--- config.mk ---
export PLATFORM = sky130hd
export DESIGN_NAME = tcw_cursor_step
export DESIGN_NICKNAME = d
export VERILOG_FILES = /design/src/rtl/tcw_pkg.sv /design/src/rtl/tcw_cursor_step.sv
export SDC_FILE = /design/constraint.sdc
export NUM_CORES = 1
export LEC_CHECK = 0
export BUFFER_PORTS_ARGS = -buffer_cell sky130_fd_sc_hd__clkbuf_2
export CAP_MARGIN = 20
export CORE_ASPECT_RATIO = 1.1
export CORE_MARGIN = 2
export CORE_UTILIZATION = 29
export DETAILED_ROUTE_END_ITERATION = 10
export GPL_TIMING_DRIVEN = 0
export SLEW_MARGIN = 20
export SYNTH_ARGS = -nofsm -noshare
export SYNTH_HDL_FRONTEND = slang
export SYNTH_SLANG_ARGS = --single-unit
--- constraint.sdc ---
create_clock -name vclk -period 3.1
set_input_delay 0.155 -clock vclk [all_inputs]
set_output_delay 0.155 -clock vclk [all_outputs]
set_load 0.1 [all_outputs]
--- src/rtl/tcw_pkg.sv ---
// Shared constants, types and helpers of the text console writer.
// Depends on nothing; imported by tcw_cursor_step and text_console_writer_unit.
`default_nettype none

package tcw_pkg;

   localparam int COLUMNS = 80;
   localparam int ROWS    = 25;
   localparam int CELLS   = COLUMNS * ROWS;
   localparam int CELL_W  = $clog2(CELLS);
   localparam int COL_W   = 7;
   localparam int ROW_W   = 5;

   localparam logic [1:0] OP_PUT   = 2'd0;
   localparam logic [1:0] OP_CLEAR = 2'd1;
   localparam logic [1:0] OP_READ  = 2'd2;

   localparam logic CSR_DEFAULT_ATTR = 1'b0;
   localparam logic CSR_ERROR_ATTR   = 1'b1;

   localparam logic [7:0] CH_BACKSPACE = 8'h08;
   localparam logic [7:0] CH_NEWLINE   = 8'h0A;
   localparam logic [7:0] CH_SPACE     = 8'h20;
   localparam logic [7:0] CH_ERROR     = 8'h45;
   localparam logic [7:0] CH_BLANK     = 8'h00;

   localparam logic [7:0] DEFAULT_ATTR_RESET = 8'd15;
   localparam logic [7:0] ERROR_ATTR_RESET   = 8'd244;

   // What one item does to the cell store and the cursor.
   typedef struct packed {
      logic              coord_error;
      logic              wr_en;
      logic [CELL_W-1:0] wr_addr;
      logic [15:0]       wr_data;
      logic              rd_en;
      logic [CELL_W-1:0] rd_addr;
      logic              scroll;
      logic              clear;
      logic [COL_W-1:0]  next_col;
      logic [ROW_W-1:0]  next_row;
   } step_type;

   function automatic logic [CELL_W-1:0] cell_addr(input logic [ROW_W-1:0] r,
                                                   input logic [COL_W-1:0] c);
      logic [CELL_W-1:0] base;
      base = CELL_W'(r) * CELL_W'(COLUMNS);
      return base + CELL_W'(c);
   endfunction

endpackage

`default_nettype wire

--- src/rtl/tcw_cursor_step.sv ---
// Decodes one console item: target cell, coordinate check, cell write and
// the cursor position that follows. Depends on tcw_pkg.
`default_nettype none

module tcw_cursor_step
   import tcw_pkg::*;
(
   input  wire logic [1:0]       op,
   input  wire logic [7:0]       char_code,
   input  wire logic [7:0]       attr,
   input  wire logic [COL_W-1:0] col,
   input  wire logic [ROW_W-1:0] row,
   input  wire logic             use_cursor,
   input  wire logic [COL_W-1:0] cur_col,
   input  wire logic [ROW_W-1:0] cur_row,
   input  wire logic [7:0]       default_attr,
   input  wire logic [7:0]       error_attr,
   output step_type              step
);

   localparam logic [COL_W:0] COL_LIMIT = (COL_W+1)'(COLUMNS);
   localparam logic [ROW_W:0] ROW_LIMIT = (ROW_W+1)'(ROWS);

   logic             bad;
   logic [COL_W-1:0] tgt_col;
   logic [ROW_W-1:0] tgt_row;
   logic [7:0]       put_attr;
   logic [CELL_W-1:0] tgt_addr;
   logic [ROW_W:0]   new_row;

   always_comb begin
      bad      = !use_cursor && (({1'b0, col} >= COL_LIMIT) || ({1'b0, row} >= ROW_LIMIT));
      tgt_col  = use_cursor ? cur_col : col;
      tgt_row  = use_cursor ? cur_row : row;
      put_attr = (attr == 8'd0) ? default_attr : attr;
      tgt_addr = cell_addr(tgt_row, tgt_col);
      new_row  = {1'b0, tgt_row};

      step             = '0;
      step.next_col    = cur_col;
      step.next_row    = cur_row;
      step.rd_addr     = tgt_addr;
      step.wr_addr     = tgt_addr;

      case (op)
         OP_PUT: begin
            if (bad) begin
               step.coord_error = 1'b1;
               step.wr_en       = 1'b1;
               step.wr_addr     = CELL_W'(CELLS - 1);
               step.wr_data     = {error_attr, CH_ERROR};
            end else begin
               step.next_col = tgt_col;
               if (char_code == CH_NEWLINE) begin
                  step.next_col = '0;
                  new_row       = {1'b0, tgt_row} + 1'b1;
               end else if (char_code == CH_BACKSPACE) begin
                  step.wr_en   = 1'b1;
                  step.wr_data = {put_attr, CH_SPACE};
               end else begin
                  step.wr_en   = 1'b1;
                  step.wr_data = {put_attr, char_code};
                  if (tgt_col == COL_W'(COLUMNS - 1)) begin
                     step.next_col = '0;
                     new_row       = {1'b0, tgt_row} + 1'b1;
                  end else begin
                     step.next_col = tgt_col + 1'b1;
                  end
               end
               // Running off the bottom row scrolls and keeps the cursor there.
               if (new_row == ROW_LIMIT) begin
                  step.scroll   = 1'b1;
                  step.next_row = ROW_W'(ROWS - 1);
               end else begin
                  step.next_row = new_row[ROW_W-1:0];
               end
            end
         end
         OP_CLEAR: begin
            step.clear    = 1'b1;
            step.next_col = '0;
            step.next_row = '0;
         end
         OP_READ: begin
            step.coord_error = bad;
            step.rd_en       = !bad;
         end
         default: begin
         end
      endcase
   end

endmodule

`default_nettype wire

==> Flow_metrics.wiki, run 1 <==
{| class="wikitable"
! Metric !! Value
|-
| Sequential cell count || 0
|-
| Critical Path Source Type || primary input
|-
| Area growth from synthesis to layout || 76.8%
|-
| Max frequency || 328 MHz
|-
| Maximum number of pins on one net before global-route repair || 11
|-
| Worst hold slack across all endpoints || 780 ps
|-
| Number of primary I/O pins || 114
|-
| Worst setup path class || primary input to output port
|-
| Routed vias || 1908
|-
| Total power consumption of the routed design || 1.31 mW
|-
| Critical Path End Type || output port
|-
| Core Area || 4620 µm²
|-
| Commonest cells in the synthesized netlist || sky130_fd_sc_hd__nand2_1 (31), sky130_fd_sc_hd__o21ai_0 (16), sky130_fd_sc_hd__a21oi_1 (13), sky130_fd_sc_hd__inv_1 (13), sky130_fd_sc_hd__nor2_1 (13)
|-
| Part of the cycle the worst path needs || 98.3%
|-
| Total leakage power || 1.16 nW
|-
| Aggregate negative setup slack || 0 ps
|-
| First-pass GRT wire length || 8.65 mm
|-
| Power per unit of standard cell area || 538 nW/µm²
|-
| Placement Rows || 26
|-
| Starting Density || 29.8%
|-
| Number of optimization iterations in the first detailed-route pass || 4
|-
| Outcome || complete, no violations
|-
| Count of unresolved DRC violations after routing || 0
|-
| Width of the die || 69.7 µm
|-
| Ratio of cells with drive above 1 in the final layout || 54.4%
|-
| Total Die Area || 5310 µm²
|-
| Yosys Warn Count || 0
|-
| Placed wire-length estimate after detailed placement || 4.47 mm
|-
| Peak supply drop || 0.000786 V
|-
| Fill cell count || 449
|-
| Initial DRC count || 29
|-
| Proportion of synthesized chip area in sequential cells || 0%
|-
| CTS hold repair buffers || 0
|-
| Clk_buf instances || 0
|-
| Synth top area share || 10.0%
|-
| Number of endpoints with negative hold slack in the final report || 0
|-
| Antenna violations before repair || 0
|-
| Number of buffer cells added on primary ports || 114
|-
| Total grt overflow || 0
|-
| Post-layout instance count excluding filler cells || 376
|-
| Pre-CTS setup slack || -468 ps
|-
| Area post-placement || 2300 µm²
|-
| Leading cell type by number of instances after synthesis || sky130_fd_sc_hd__nand2_1
|-
| Height of the die || 76.2 µm
|-
| Transition at the pin with the smallest max-transition slack || 559 ps
|-
| Arr. time, crit path || 2890 ps
|-
| Largest cells by area after synthesis || sky130_fd_sc_hd__ha_1 (10%), sky130_fd_sc_hd__nand2_1 (8.5%), sky130_fd_sc_hd__xnor2_1 (7.6%)
|-
| Launch instance of the worst min-delay path || cur_row[0]
|-
| Slew Limit Fails || 0
|-
| Multi-input logic area || 1620 µm²
|-
| Area of the mapped netlist || 1380 µm²
|-
| Type of the most critical hold path || primary input to output port
|-
| Origin of the worst setup path || use_cursor
|-
| Total length of routed wires || 5.22 mm
|-
| Setup repair after global routing missed its margin || yes
|-
| Mean instance size in the synthesized netlist || 6.77 µm²
|-
| Max_cap viols || 0
|-
| Wirelength per Cell || 13.9 µm
|-
| Worst setup margin || 51.2 ps
|-
| Distinct cells, synth || 55
|-
| Relative slew margins || 62.3%
|-
| Library cell occupying the most area in the post-synthesis netlist || sky130_fd_sc_hd__ha_1
|-
| Net Count, Synth || 275
|-
| Mean number of vias per cell || 5.07
|-
| Final setup fails || 0
|-
| Vias in the first global route || 1834
|-
| Fin crit period || 3050 ps
|-
| Sequential Area || 0 µm²
|-
| Number of nets with antenna violations after routing || 0
|-
| Layout net count || 394
|-
| RD Place Congestion || 0.820
|-
| Required arrival time at the worst endpoint || 2940 ps
|-
| Synth Instances || 203
|-
| Finished layout cell area || 2430 µm²
|-
| Placed insts || 373
|-
| Largest driver fanout on the critical path || 10
|-
| Diodes inserted || 0
|-
| Total global-route track usage || 19.1%
|-
| Utilization after layout || 52.6%
|}
-- worst max-delay path: stages --
cell and delay [ps]:
sky130_fd_sc_hd__clkbuf_2 140, sky130_fd_sc_hd__buf_12 150, sky130_fd_sc_hd__buf_12 160, sky130_fd_sc_hd__mux2i_1 220
sky130_fd_sc_hd__inv_2 90, sky130_fd_sc_hd__ha_1 190, sky130_fd_sc_hd__ha_2 200, sky130_fd_sc_hd__fa_2 640
sky130_fd_sc_hd__o2111ai_4 170, sky130_fd_sc_hd__xor2_4 230, sky130_fd_sc_hd__xnor2_4 190, sky130_fd_sc_hd__nand2b_4 150
sky130_fd_sc_hd__clkbuf_16 210
-- power breakdown --
group / total [mW] / internal (mW) / switching [mW] / leakage (nW)
combinational: 1.31 / 0.319 / 0.989 / 1.16
clock: 0 / 0 / 0 / 0
sequential: 0 / 0 / 0 / 0
-- worst paths after layout --
kind / cells past startpoint / slack (ps) / end
max: 13 / 50 / step[52]
min: 3 / 780 / step[0]
-- cell type report --
class / instances / area share [%]
multi-input combinational: 183 / 66.5
timing repair buffer: 117 / 25.8
tap: 56 / 2.88
inverter: 14 / 2.47
buffer: 6 / 2.37
-- layer usage --
layer	part of all wire (%)	track usage, %	up-vias
li1	-	-	982
met1	43	24.7	845
met2	50	35.7	77
met3	6.5	1.59	4
met4	0.92	1.73	0
met5	0	0	-
-- cells by family after synthesis --
group | count (synthesis) | share of synthesized area [%]
and+or+nand+nor | 87 | 33.3
AOI/OAI and AO/OA | 58 | 28.6
buffers and inverters | 20 | 6.46
xor gates and xnor gates | 15 | 9.55
adders and majority gates | 13 | 12.9
muxes | 10 | 9.19
-- cells in the final DEF, fill, tap and decap left out, types with 3 or more instances in the layout --
master                     synthesis  layout
sky130_fd_sc_hd__buf_4             1       5
sky130_fd_sc_hd__o21a_1            3       3
sky130_fd_sc_hd__mux2i_4           2       5
sky130_fd_sc_hd__inv_2             1       4
sky130_fd_sc_hd__a31oi_1           3       3
sky130_fd_sc_hd__ha_1             11       7
sky130_fd_sc_hd__mux2i_1           7       4
sky130_fd_sc_hd__clkbuf_2          0     109
sky130_fd_sc_hd__a21oi_1          13      11
sky130_fd_sc_hd__xnor2_4           0       4
sky130_fd_sc_hd__inv_1            13       8
sky130_fd_sc_hd__and2_1            4       4
sky130_fd_sc_hd__o21ai_0          16      11
sky130_fd_sc_hd__nor2_1           13      11
sky130_fd_sc_hd__nand2b_1          7       3
sky130_fd_sc_hd__nor3_1            7       7
sky130_fd_sc_hd__a22o_1            6       4
sky130_fd_sc_hd__xnor2_1          12       8
sky130_fd_sc_hd__nor4_1            3       3
sky130_fd_sc_hd__nand2_1          31      29
sky130_fd_sc_hd__xor2_4            0       3
sky130_fd_sc_hd__ha_4              0       3
-- repair_timing --
item / in CTS / in global routing
buffers inserted: 0 / 3
gates resized for setup: 14 / 9
setup endpoints to repair: 5 / 9
endpoints found under the hold margin: 0 / 0
pin swaps: 2 / 1
(Power assumes the default switching activity.)
==> run 2, diff against run 1 <==
--- a/config.mk
+++ b/config.mk
@@ -12,6 +12,7 @@
 export CORE_UTILIZATION = 29
 export DETAILED_ROUTE_END_ITERATION = 10
 export GPL_TIMING_DRIVEN = 0
+export RECOVER_POWER = 100
 export SLEW_MARGIN = 20
 export SYNTH_ARGS = -nofsm -noshare
 export SYNTH_HDL_FRONTEND = slang
==> run 2 against run 1 <==
  * Critical path depth unchanged
  * First-iteration DRC count is 38% higher
  * Via count shrank 0.26%
  * Wire length is 0.71% higher
  * Final cell count unchanged
  * Worst setup slack gained 1.6 ps
  * Total power decreased by 0.39%
  * Die area stayed put
  * Worst hold slack worse by 1.8 ps
  * Combinational power about the same
  * Sequential cell count did not move
  * Count of clock-buffer cells in the layout is the same
  * Highest routed layer unchanged
==> Flow_metrics.wiki, run 2 (synthesis gave the netlist of run 1 again) <==
{| class="wikitable"
! Metric !! Value
|-
| Peak per-stage delay on the critical path || 640 ps (about the same)
|-
| Placed wire-length estimate after detailed placement || 4.47 mm (unchanged)
|-
| Number of optimization iterations in the first detailed-route pass || 4 (unchanged)
|-
| Most common cell after layout, fill and taps aside || sky130_fd_sc_hd__clkbuf_2
|-
| Total global-route track usage || 19.1% (unchanged)
|-
| Multi-input logic area || 1620 µm² (unchanged)
|-
| Total leakage power || 1.10 nW (-5.4%)
|-
| P_sw || 989 µW (about the same)
|-
| Final setup fails || 0 (unchanged)
|-
| Width of the die || 69.7 µm (unchanged)
|-
| Max frequency || 328 MHz (about the same)
|-
| Part of the total power dissipated in the clock network || 0% (unchanged)
|-
| Routed vias || 1903 (-0.26%)
|-
| Sequential share of power || 0% (unchanged)
|-
| Arr. time, crit path || 2890 ps (about the same)
|-
| Critical Path Source Type || primary input
|-
| Cell internal power dissipation || 313 µW (-1.7%)
|-
| Worst setup path class || primary input to output port
|-
| Cell with the biggest individual delay on the critical path || sky130_fd_sc_hd__fa_2
|-
| Total length of routed wires || 5.26 mm (+0.71%)
|-
| Total power consumption of the routed design || 1.30 mW (-0.39%)
|-
| RD Place Congestion || 0.820 (unchanged)
|-
| Fin crit period || 3050 ps (-1.64 ps)
|-
| Area growth from synthesis to layout || 75.0%
|-
| Power per unit of standard cell area || 541 nW/µm² (+0.65%)
|-
| Transition at the pin with the smallest max-transition slack || 1190 ps (+630 ps)
|-
| Setup repair after global routing missed its margin || yes
|-
| Mean number of vias per cell || 5.06 (-0.26%)
|-
| Switching part of the total power || 75.9% (+0.32 points)
|-
| Fill cell count || 457 (+1.8%)
|-
| Initial DRC count || 40 (+38%)
|-
| Clk_buf instances || 0 (unchanged)
|-
| Maximum number of pins on one net before global-route repair || 11 (unchanged)
|-
| Required arrival time at the worst endpoint || 2940 ps (about the same)
|-
| Vias in the first global route || 1834 (unchanged)
|-
| Number of nets with antenna violations after routing || 0 (unchanged)
|-
| Relative slew margins || 21.0% (-41 points)
|-
| Aggregate negative setup slack || 0 ps (unchanged)
|-
| Cells along the critical path || clkbuf_2 -> buf_12 -> buf_12 -> mux2i_1 -> inv_2 -> ha_1 -> ha_2 -> fa_2 -> o2111ai_4 -> xor2_4 -> xnor2_4 -> nand2b_4 -> clkbuf_16
|-
| Total grt overflow || 0 (unchanged)
|-
| Critical Path End Type || output port
|-
| Core Area || 4620 µm² (unchanged)
|-
| Outcome || complete, no violations
|-
| Sequential Area || 0 µm² (unchanged)
|-
| Peak supply drop || 0.000786 V (about the same)
|-
| Top delay family on crit path || adder cells
|-
| Layout net count || 394 (unchanged)
|-
| Worst hold slack across all endpoints || 778 ps (-1.85 ps)
|-
| Largest driver fanout on the critical path || 10 (unchanged)
|-
| Max_cap viols || 0 (unchanged)
|-
| Utilization after layout || 52.1% (-0.54 points)
|-
| First-pass GRT wire length || 8.65 mm (unchanged)
|-
| Ratio of cells with drive above 1 in the final layout || 48.1% (-6.2 points)
|-
| Top library cells by usage in the layout, fill and taps aside || sky130_fd_sc_hd__clkbuf_2 (89), sky130_fd_sc_hd__nand2_1 (29), sky130_fd_sc_hd__clkbuf_1 (22)
|-
| Slew Limit Fails || 0 (unchanged)
|-
| Height of the die || 76.2 µm (unchanged)
|-
| Placement Rows || 26 (unchanged)
|-
| Number of primary I/O pins || 114 (unchanged)
|-
| Part of the cycle the worst path needs || 98.3% (about the same)
|-
| Diodes inserted || 0 (unchanged)
|-
| Sequential cell count || 0 (unchanged)
|-
| Comb pwr share || 100.0% (about the same)
|-
| Antenna violations before repair || 0 (unchanged)
|-
| Total Die Area || 5310 µm² (unchanged)
|-
| Crit path buffers/inverters || 5 (unchanged)
|-
| Number of buffer cells added on primary ports || 114 (unchanged)
|-
| Number of endpoints with negative hold slack in the final report || 0 (unchanged)
|-
| Count of unresolved DRC violations after routing || 0 (unchanged)
|-
| Wirelength per Cell || 14.0 µm (+0.71%)
|-
| Area post-placement || 2300 µm² (unchanged)
|-
| Cell depth of the worst hold path || 3 (unchanged)
|-
| CP most frequent cell || sky130_fd_sc_hd__buf_12
|-
| CTS hold repair buffers || 0 (unchanged)
|-
| Destination of the worst hold path || step[0]
|-
| Type of the most critical hold path || primary input to output port
|-
| Finished layout cell area || 2410 µm² (-1.0%)
|-
| Launch instance of the worst min-delay path || cur_row[0]
|-
| Starting Density || 29.8% (unchanged)
|}
## run 2: cell counts in the layout (fill, tap and decap cells not counted)
Identical to the previous run, type by type.
## run 2: final cells by class
class,count,share of cell area [%]
Inverter,14,2.50
Timing Repair Buffer,117,25.0
Multi-Input combinational cell,183,67.2
Buffer,6,2.39
Tap cell,56,2.91
## run 2: worst max-delay path by stage
| stage | cells past startpoint | endpoint | start |
|---|---|---|---|
| 2_1_floorplan | 7 | step[36] | use_cursor |
| 3_3_place_gp | 14 | step[52] | use_cursor |
| 3_5_place_dp | 14 | step[52] | use_cursor |
| 4_1_cts | 14 | step[52] | use_cursor |
| 5_1_grt | 13 | step[52] | use_cursor |
| 6_report | 13 | step[52] | use_cursor |
## run 2: timing repair
action,in CTS,in global routing
resized for setup,14,9
setup buffers,0,3
pin swaps,2,1
cloned,0,0
endpoints found under the setup margin,5,9
## run 2: layer usage
layer	track usage, %	part of all wire (%)	routed length, µm	up-vias
li1	-	-	-	983
met1	24.7	43	2260	837
met2	35.7	50	2610	79
met3	1.59	6.3	332	4
met4	1.73	0.91	48	0
met5	0	0	0	-
## run 2: metrics by stage
step | setup WS, ps | cells
after floorplan | -468 | 203
after global placement | -440 | 373
after detailed placement | -468 | 373
after CTS | -55.0 | 373
after global routing | -94.6 | 376
final | 52.9 | 376
## run 2: tightest hold or removal path: stages
cell and delay, ps:
sky130_fd_sc_hd__clkbuf_2 110, sky130_fd_sc_hd__a32o_2 130, sky130_fd_sc_hd__buf_6 220
## run 2: power by group through the flow
stage               sequential [mW]  clock [mW]  combinational [mW]
floorplan                         0           0                1.07
global placement                  0           0                1.24
detailed placement                0           0                1.25
CTS                               0           0                1.29
global route                      0           0                1.36
finish                            0           0                1.30
==> run 3, diff against run 2 <==
--- a/config.mk
+++ b/config.mk
@@ -11,7 +11,6 @@
 export CORE_MARGIN = 2
 export CORE_UTILIZATION = 29
 export DETAILED_ROUTE_END_ITERATION = 10
-export GPL_TIMING_DRIVEN = 0
 export RECOVER_POWER = 100
 export SLEW_MARGIN = 20
 export SYNTH_ARGS = -nofsm -noshare
==> constraint.sdc (replaced) <==
create_clock -name vclk -period 3.1
set_input_delay 0.775 -clock vclk [all_inputs]
set_output_delay 0.775 -clock vclk [all_outputs]
set_load 0.1 [all_outputs]
==> run 3 against run 2 <==
  * The run now fails in clock tree synthesis (4_1_cts)
  * Synthesized cell count unchanged
  * Synthesized area unchanged
==> Flow_metrics.wiki, run 3 <==
{| class="wikitable"
! Metric !! Value
|-
| Largest cells by area after synthesis || sky130_fd_sc_hd__ha_1 (10%), sky130_fd_sc_hd__nand2_1 (8.5%), sky130_fd_sc_hd__xnor2_1 (7.6%)
|-
| Synth Instances || 203 (unchanged)
|-
| Width of the die || 69.7 µm (unchanged)
|-
| Proportion of synthesized chip area in sequential cells || 0% (unchanged)
|-
| Leading cell type by number of instances after synthesis || sky130_fd_sc_hd__nand2_1
|-
| Halt Stage || clock tree synthesis (4_1_cts)
|-
| Starting Density || 29.8% (unchanged)
|-
| Library cell occupying the most area in the post-synthesis netlist || sky130_fd_sc_hd__ha_1
|-
| Placed wire-length estimate after detailed placement || 7.16 mm (+60%)
|-
| Area of the mapped netlist || 1380 µm² (unchanged)
|-
| Yosys Warn Count || 0 (unchanged)
|-
| RD Place Congestion || 0.868 (+5.9%)
|-
| Area post-placement || 4090 µm² (+78%)
|-
| Distinct cells, synth || 55 (unchanged)
|-
| Mean instance size in the synthesized netlist || 6.77 µm² (unchanged)
|-
| Count of buffers added by post-CTS timing repair for setup || 11 (+11)
|-
| Synth top area share || 10.0% (unchanged)
|-
| Outcome || did not finish
|-
| Net Count, Synth || 275 (unchanged)
|-
| Number of buffer cells added on primary ports || 114 (unchanged)
|-
| Placement Rows || 26 (unchanged)
|-
| CTS hold repair buffers || 0 (unchanged)
|-
| Height of the die || 76.2 µm (unchanged)
|-
| PostCTS Resize Cnt || 87 (+73)
|-
| Commonest cells in the synthesized netlist || sky130_fd_sc_hd__nand2_1 (31), sky130_fd_sc_hd__o21ai_0 (16), sky130_fd_sc_hd__a21oi_1 (13), sky130_fd_sc_hd__inv_1 (13), sky130_fd_sc_hd__nor2_1 (13)
|-
| Number of primary I/O pins || 114 (unchanged)
|-
| Tool error || [ERROR DPL-0033] detailed placement checks failed during check placement.
|}
==> run 3: metrics by stage <==
step	instances	setup TNS (ps)	worst slack, ps
3_5_place_dp	461	-24670	-1080
3_3_place_gp	461	-20260	-899
2_1_floorplan	203	-24940	-1460
==> run 3: kinds of logic after synthesis <==
logic type      count (synthesis)  share of synthesized area (%)
mux                            10                           9.19
buf+inv                        20                           6.46
fa+ha+maj                      13                           12.9
xor+xnor                       15                           9.55
compound gates                 58                           28.6
simple gates                   87                           33.3
==> run 4, diff against run 3 <==
--- a/config.mk
+++ b/config.mk
@@ -7,10 +7,10 @@
 export LEC_CHECK = 0
 export BUFFER_PORTS_ARGS = -buffer_cell sky130_fd_sc_hd__clkbuf_2
 export CAP_MARGIN = 20
-export CORE_ASPECT_RATIO = 1.1
 export CORE_MARGIN = 2
-export CORE_UTILIZATION = 29
+export CORE_UTILIZATION = 20
 export DETAILED_ROUTE_END_ITERATION = 10
+export PLACE_DENSITY_LB_ADDON = 0.15
 export RECOVER_POWER = 100
 export SLEW_MARGIN = 20
 export SYNTH_ARGS = -nofsm -noshare
==> run 4 against run 3 <==
  * The flow now finishes, with violations (negative setup slack)
==> Flow_metrics.wiki, run 4 (synthesis gave the netlist of run 1 again) <==
{| class="wikitable"
! Metric !! Value
|-
| Slew Limit Fails || 0
|-
| Number of endpoints with negative hold slack in the final report || 0
|-
| Cells along the critical path || clkbuf_16 -> buf_8 -> a21oi_4 -> inv_2 -> buf_4 -> ha_2 -> xnor2_2 -> or4_1 -> nor3_2 -> o32ai_2 -> a32o_4 -> buf_12
|-
| Sequential Area || 0 µm²
|-
| Width of the die || 86.9 µm (+25%)
|-
| Vias in the first global route || 2423
|-
| Final setup fails || 31
|-
| Setup repair after global routing missed its margin || yes
|-
| Transition at the pin with the smallest max-transition slack || 1160 ps
|-
| Number of nets with antenna violations after routing || 0
|-
| Maximum number of pins on one net before global-route repair || 11
|-
| Peak per-stage delay on the critical path || 450 ps
|-
| Required arrival time at the worst endpoint || 2320 ps
|-
| Fin crit period || 3840 ps
|-
| Max_cap viols || 0
|-
| Most common cell after layout, fill and taps aside || sky130_fd_sc_hd__buf_4
|-
| Top library cells by usage in the layout, fill and taps aside || sky130_fd_sc_hd__buf_4 (86), sky130_fd_sc_hd__buf_12 (57), sky130_fd_sc_hd__clkbuf_2 (56)
|-
| Initial DRC count || 56
|-
| Starting Density || 20.5% (-9.3 points)
|-
| CTS hold repair buffers || 0 (unchanged)
|-
| Worst setup margin || -742 ps
|-
| Fill cell count || 480
|-
| Diodes inserted || 0
|-
| Sequential cell count || 0
|-
| Max frequency || 260 MHz
|-
| Total length of routed wires || 7.74 mm
|-
| Arr. time, crit path || 3070 ps
|-
| Number of buffer cells added on primary ports || 114 (unchanged)
|-
| Total Die Area || 7550 µm²
|-
| Wirelength per Cell || 15.4 µm
|-
| Outcome || finished, violations left
|-
| Aggregate negative setup slack || -12880 ps
|-
| Cell with the biggest individual delay on the critical path || sky130_fd_sc_hd__or4_1
|-
| Count of unresolved DRC violations after routing || 0
|-
| Height of the die || 86.9 µm (+14%)
|-
| Core Area || 6720 µm²
|-
| Violations in the final reports || negative setup slack
|-
| Number of optimization iterations in the first detailed-route pass || 4
|-
| Type of the most critical hold path || primary input to output port
|-
| Mean number of vias per cell || 4.82
|-
| Ratio of cells with drive above 1 in the final layout || 79.4%
|-
| Worst setup path class || primary input to output port
|-
| Area growth from synthesis to layout || 240%
|-
| Critical Path End Type || output port
|-
| Clk_buf instances || 0
|-
| Antenna violations before repair || 0
|-
| Post-layout instance count excluding filler cells || 502
|-
| Number of primary I/O pins || 114 (unchanged)
|-
| Crit path buffers/inverters || 5
|-
| Power per unit of standard cell area || 421 nW/µm²
|-
| Top delay family on crit path || buffers and inverters
|-
| Peak supply drop || 0.000369 V
|-
| Placed wire-length estimate after detailed placement || 6.07 mm (-15%)
|-
| Worst hold slack across all endpoints || 1940 ps
|-
| Part of the cycle the worst path needs || 124%
|-
| Placement Rows || 30 (+15%)
|-
| Total global-route track usage || 18.5%
|-
| Total grt overflow || 0
|-
| Routed vias || 2419
|-
| Layout net count || 496
|-
| Total leakage power || 2.09 nW
|-
| Total power consumption of the routed design || 1.97 mW
|-
| RD Place Congestion || 0.862 (-0.68%)
|-
| Critical Path Source Type || primary input
|-
| Placed insts || 483 (+4.8%)
|-
| First-pass GRT wire length || 11.5 mm
|-
| Relative slew margins || 23.1%
|-
| Pre-CTS setup slack || -1040 ps (+39.9 ps)
|-
| Largest driver fanout on the critical path || 8
|}
run 4: power breakdown:
part	internal (mW)	total (mW)	switching, mW
Combinational	0.817	1.97	1.15
Clock	0	0	0
Sequential	0	0	0
Total	0.817	1.97	1.15
run 4: tightest hold or removal path: stages:
cell	delay (ps)
sky130_fd_sc_hd__clkbuf_2	70
sky130_fd_sc_hd__nand2_1	70
sky130_fd_sc_hd__o21ai_4	70
sky130_fd_sc_hd__buf_12	170
run 4: through the flow:
| stage | util, % | area [µm²] |
|---|---|---|
| 4_1_cts | 64.4 | 4320 |
| 5_1_grt | 69.5 | 4670 |
| 6_report | 69.5 | 4670 |
| 3_3_place_gp | 61.4 | 4120 |
| 2_1_floorplan | - | 1990 |
| 3_5_place_dp | 61.4 | 4120 |
run 4: final timing paths:
path                 startpoint        to  slack, ps  cells past startpoint
setup / recovery     use_cursor   step[0]       -740                     12
hold / removal    error_attr[0]  step[34]       1940                      4
run 4: metal layers:
metal / vias up / global-route usage (%) / wire length [µm]
met1: 1151 / 22.4 / 2880
li1: 1180 / - / -
met4: 0 / 3.27 / 78
met2: 80 / 35.6 / 4360
met5: - / 0 / 0
met3: 8 / 1.42 / 429
run 4: final cells by class:
class                      count  area (µm²)  area share [%]
multi-input combinational    184        2130            45.6
timing repair buffer         224        2380            50.9
tap                           80         100            2.14
inverter                      14        63.8            1.37
run 4: timing repair:
item | CTS | global route
pin swaps | 16 | 14
gates cloned | 1 | 2
endpoints found under the setup margin | 46 | 43
gates resized for setup | 33 | 52
setup buffers | 7 | 13
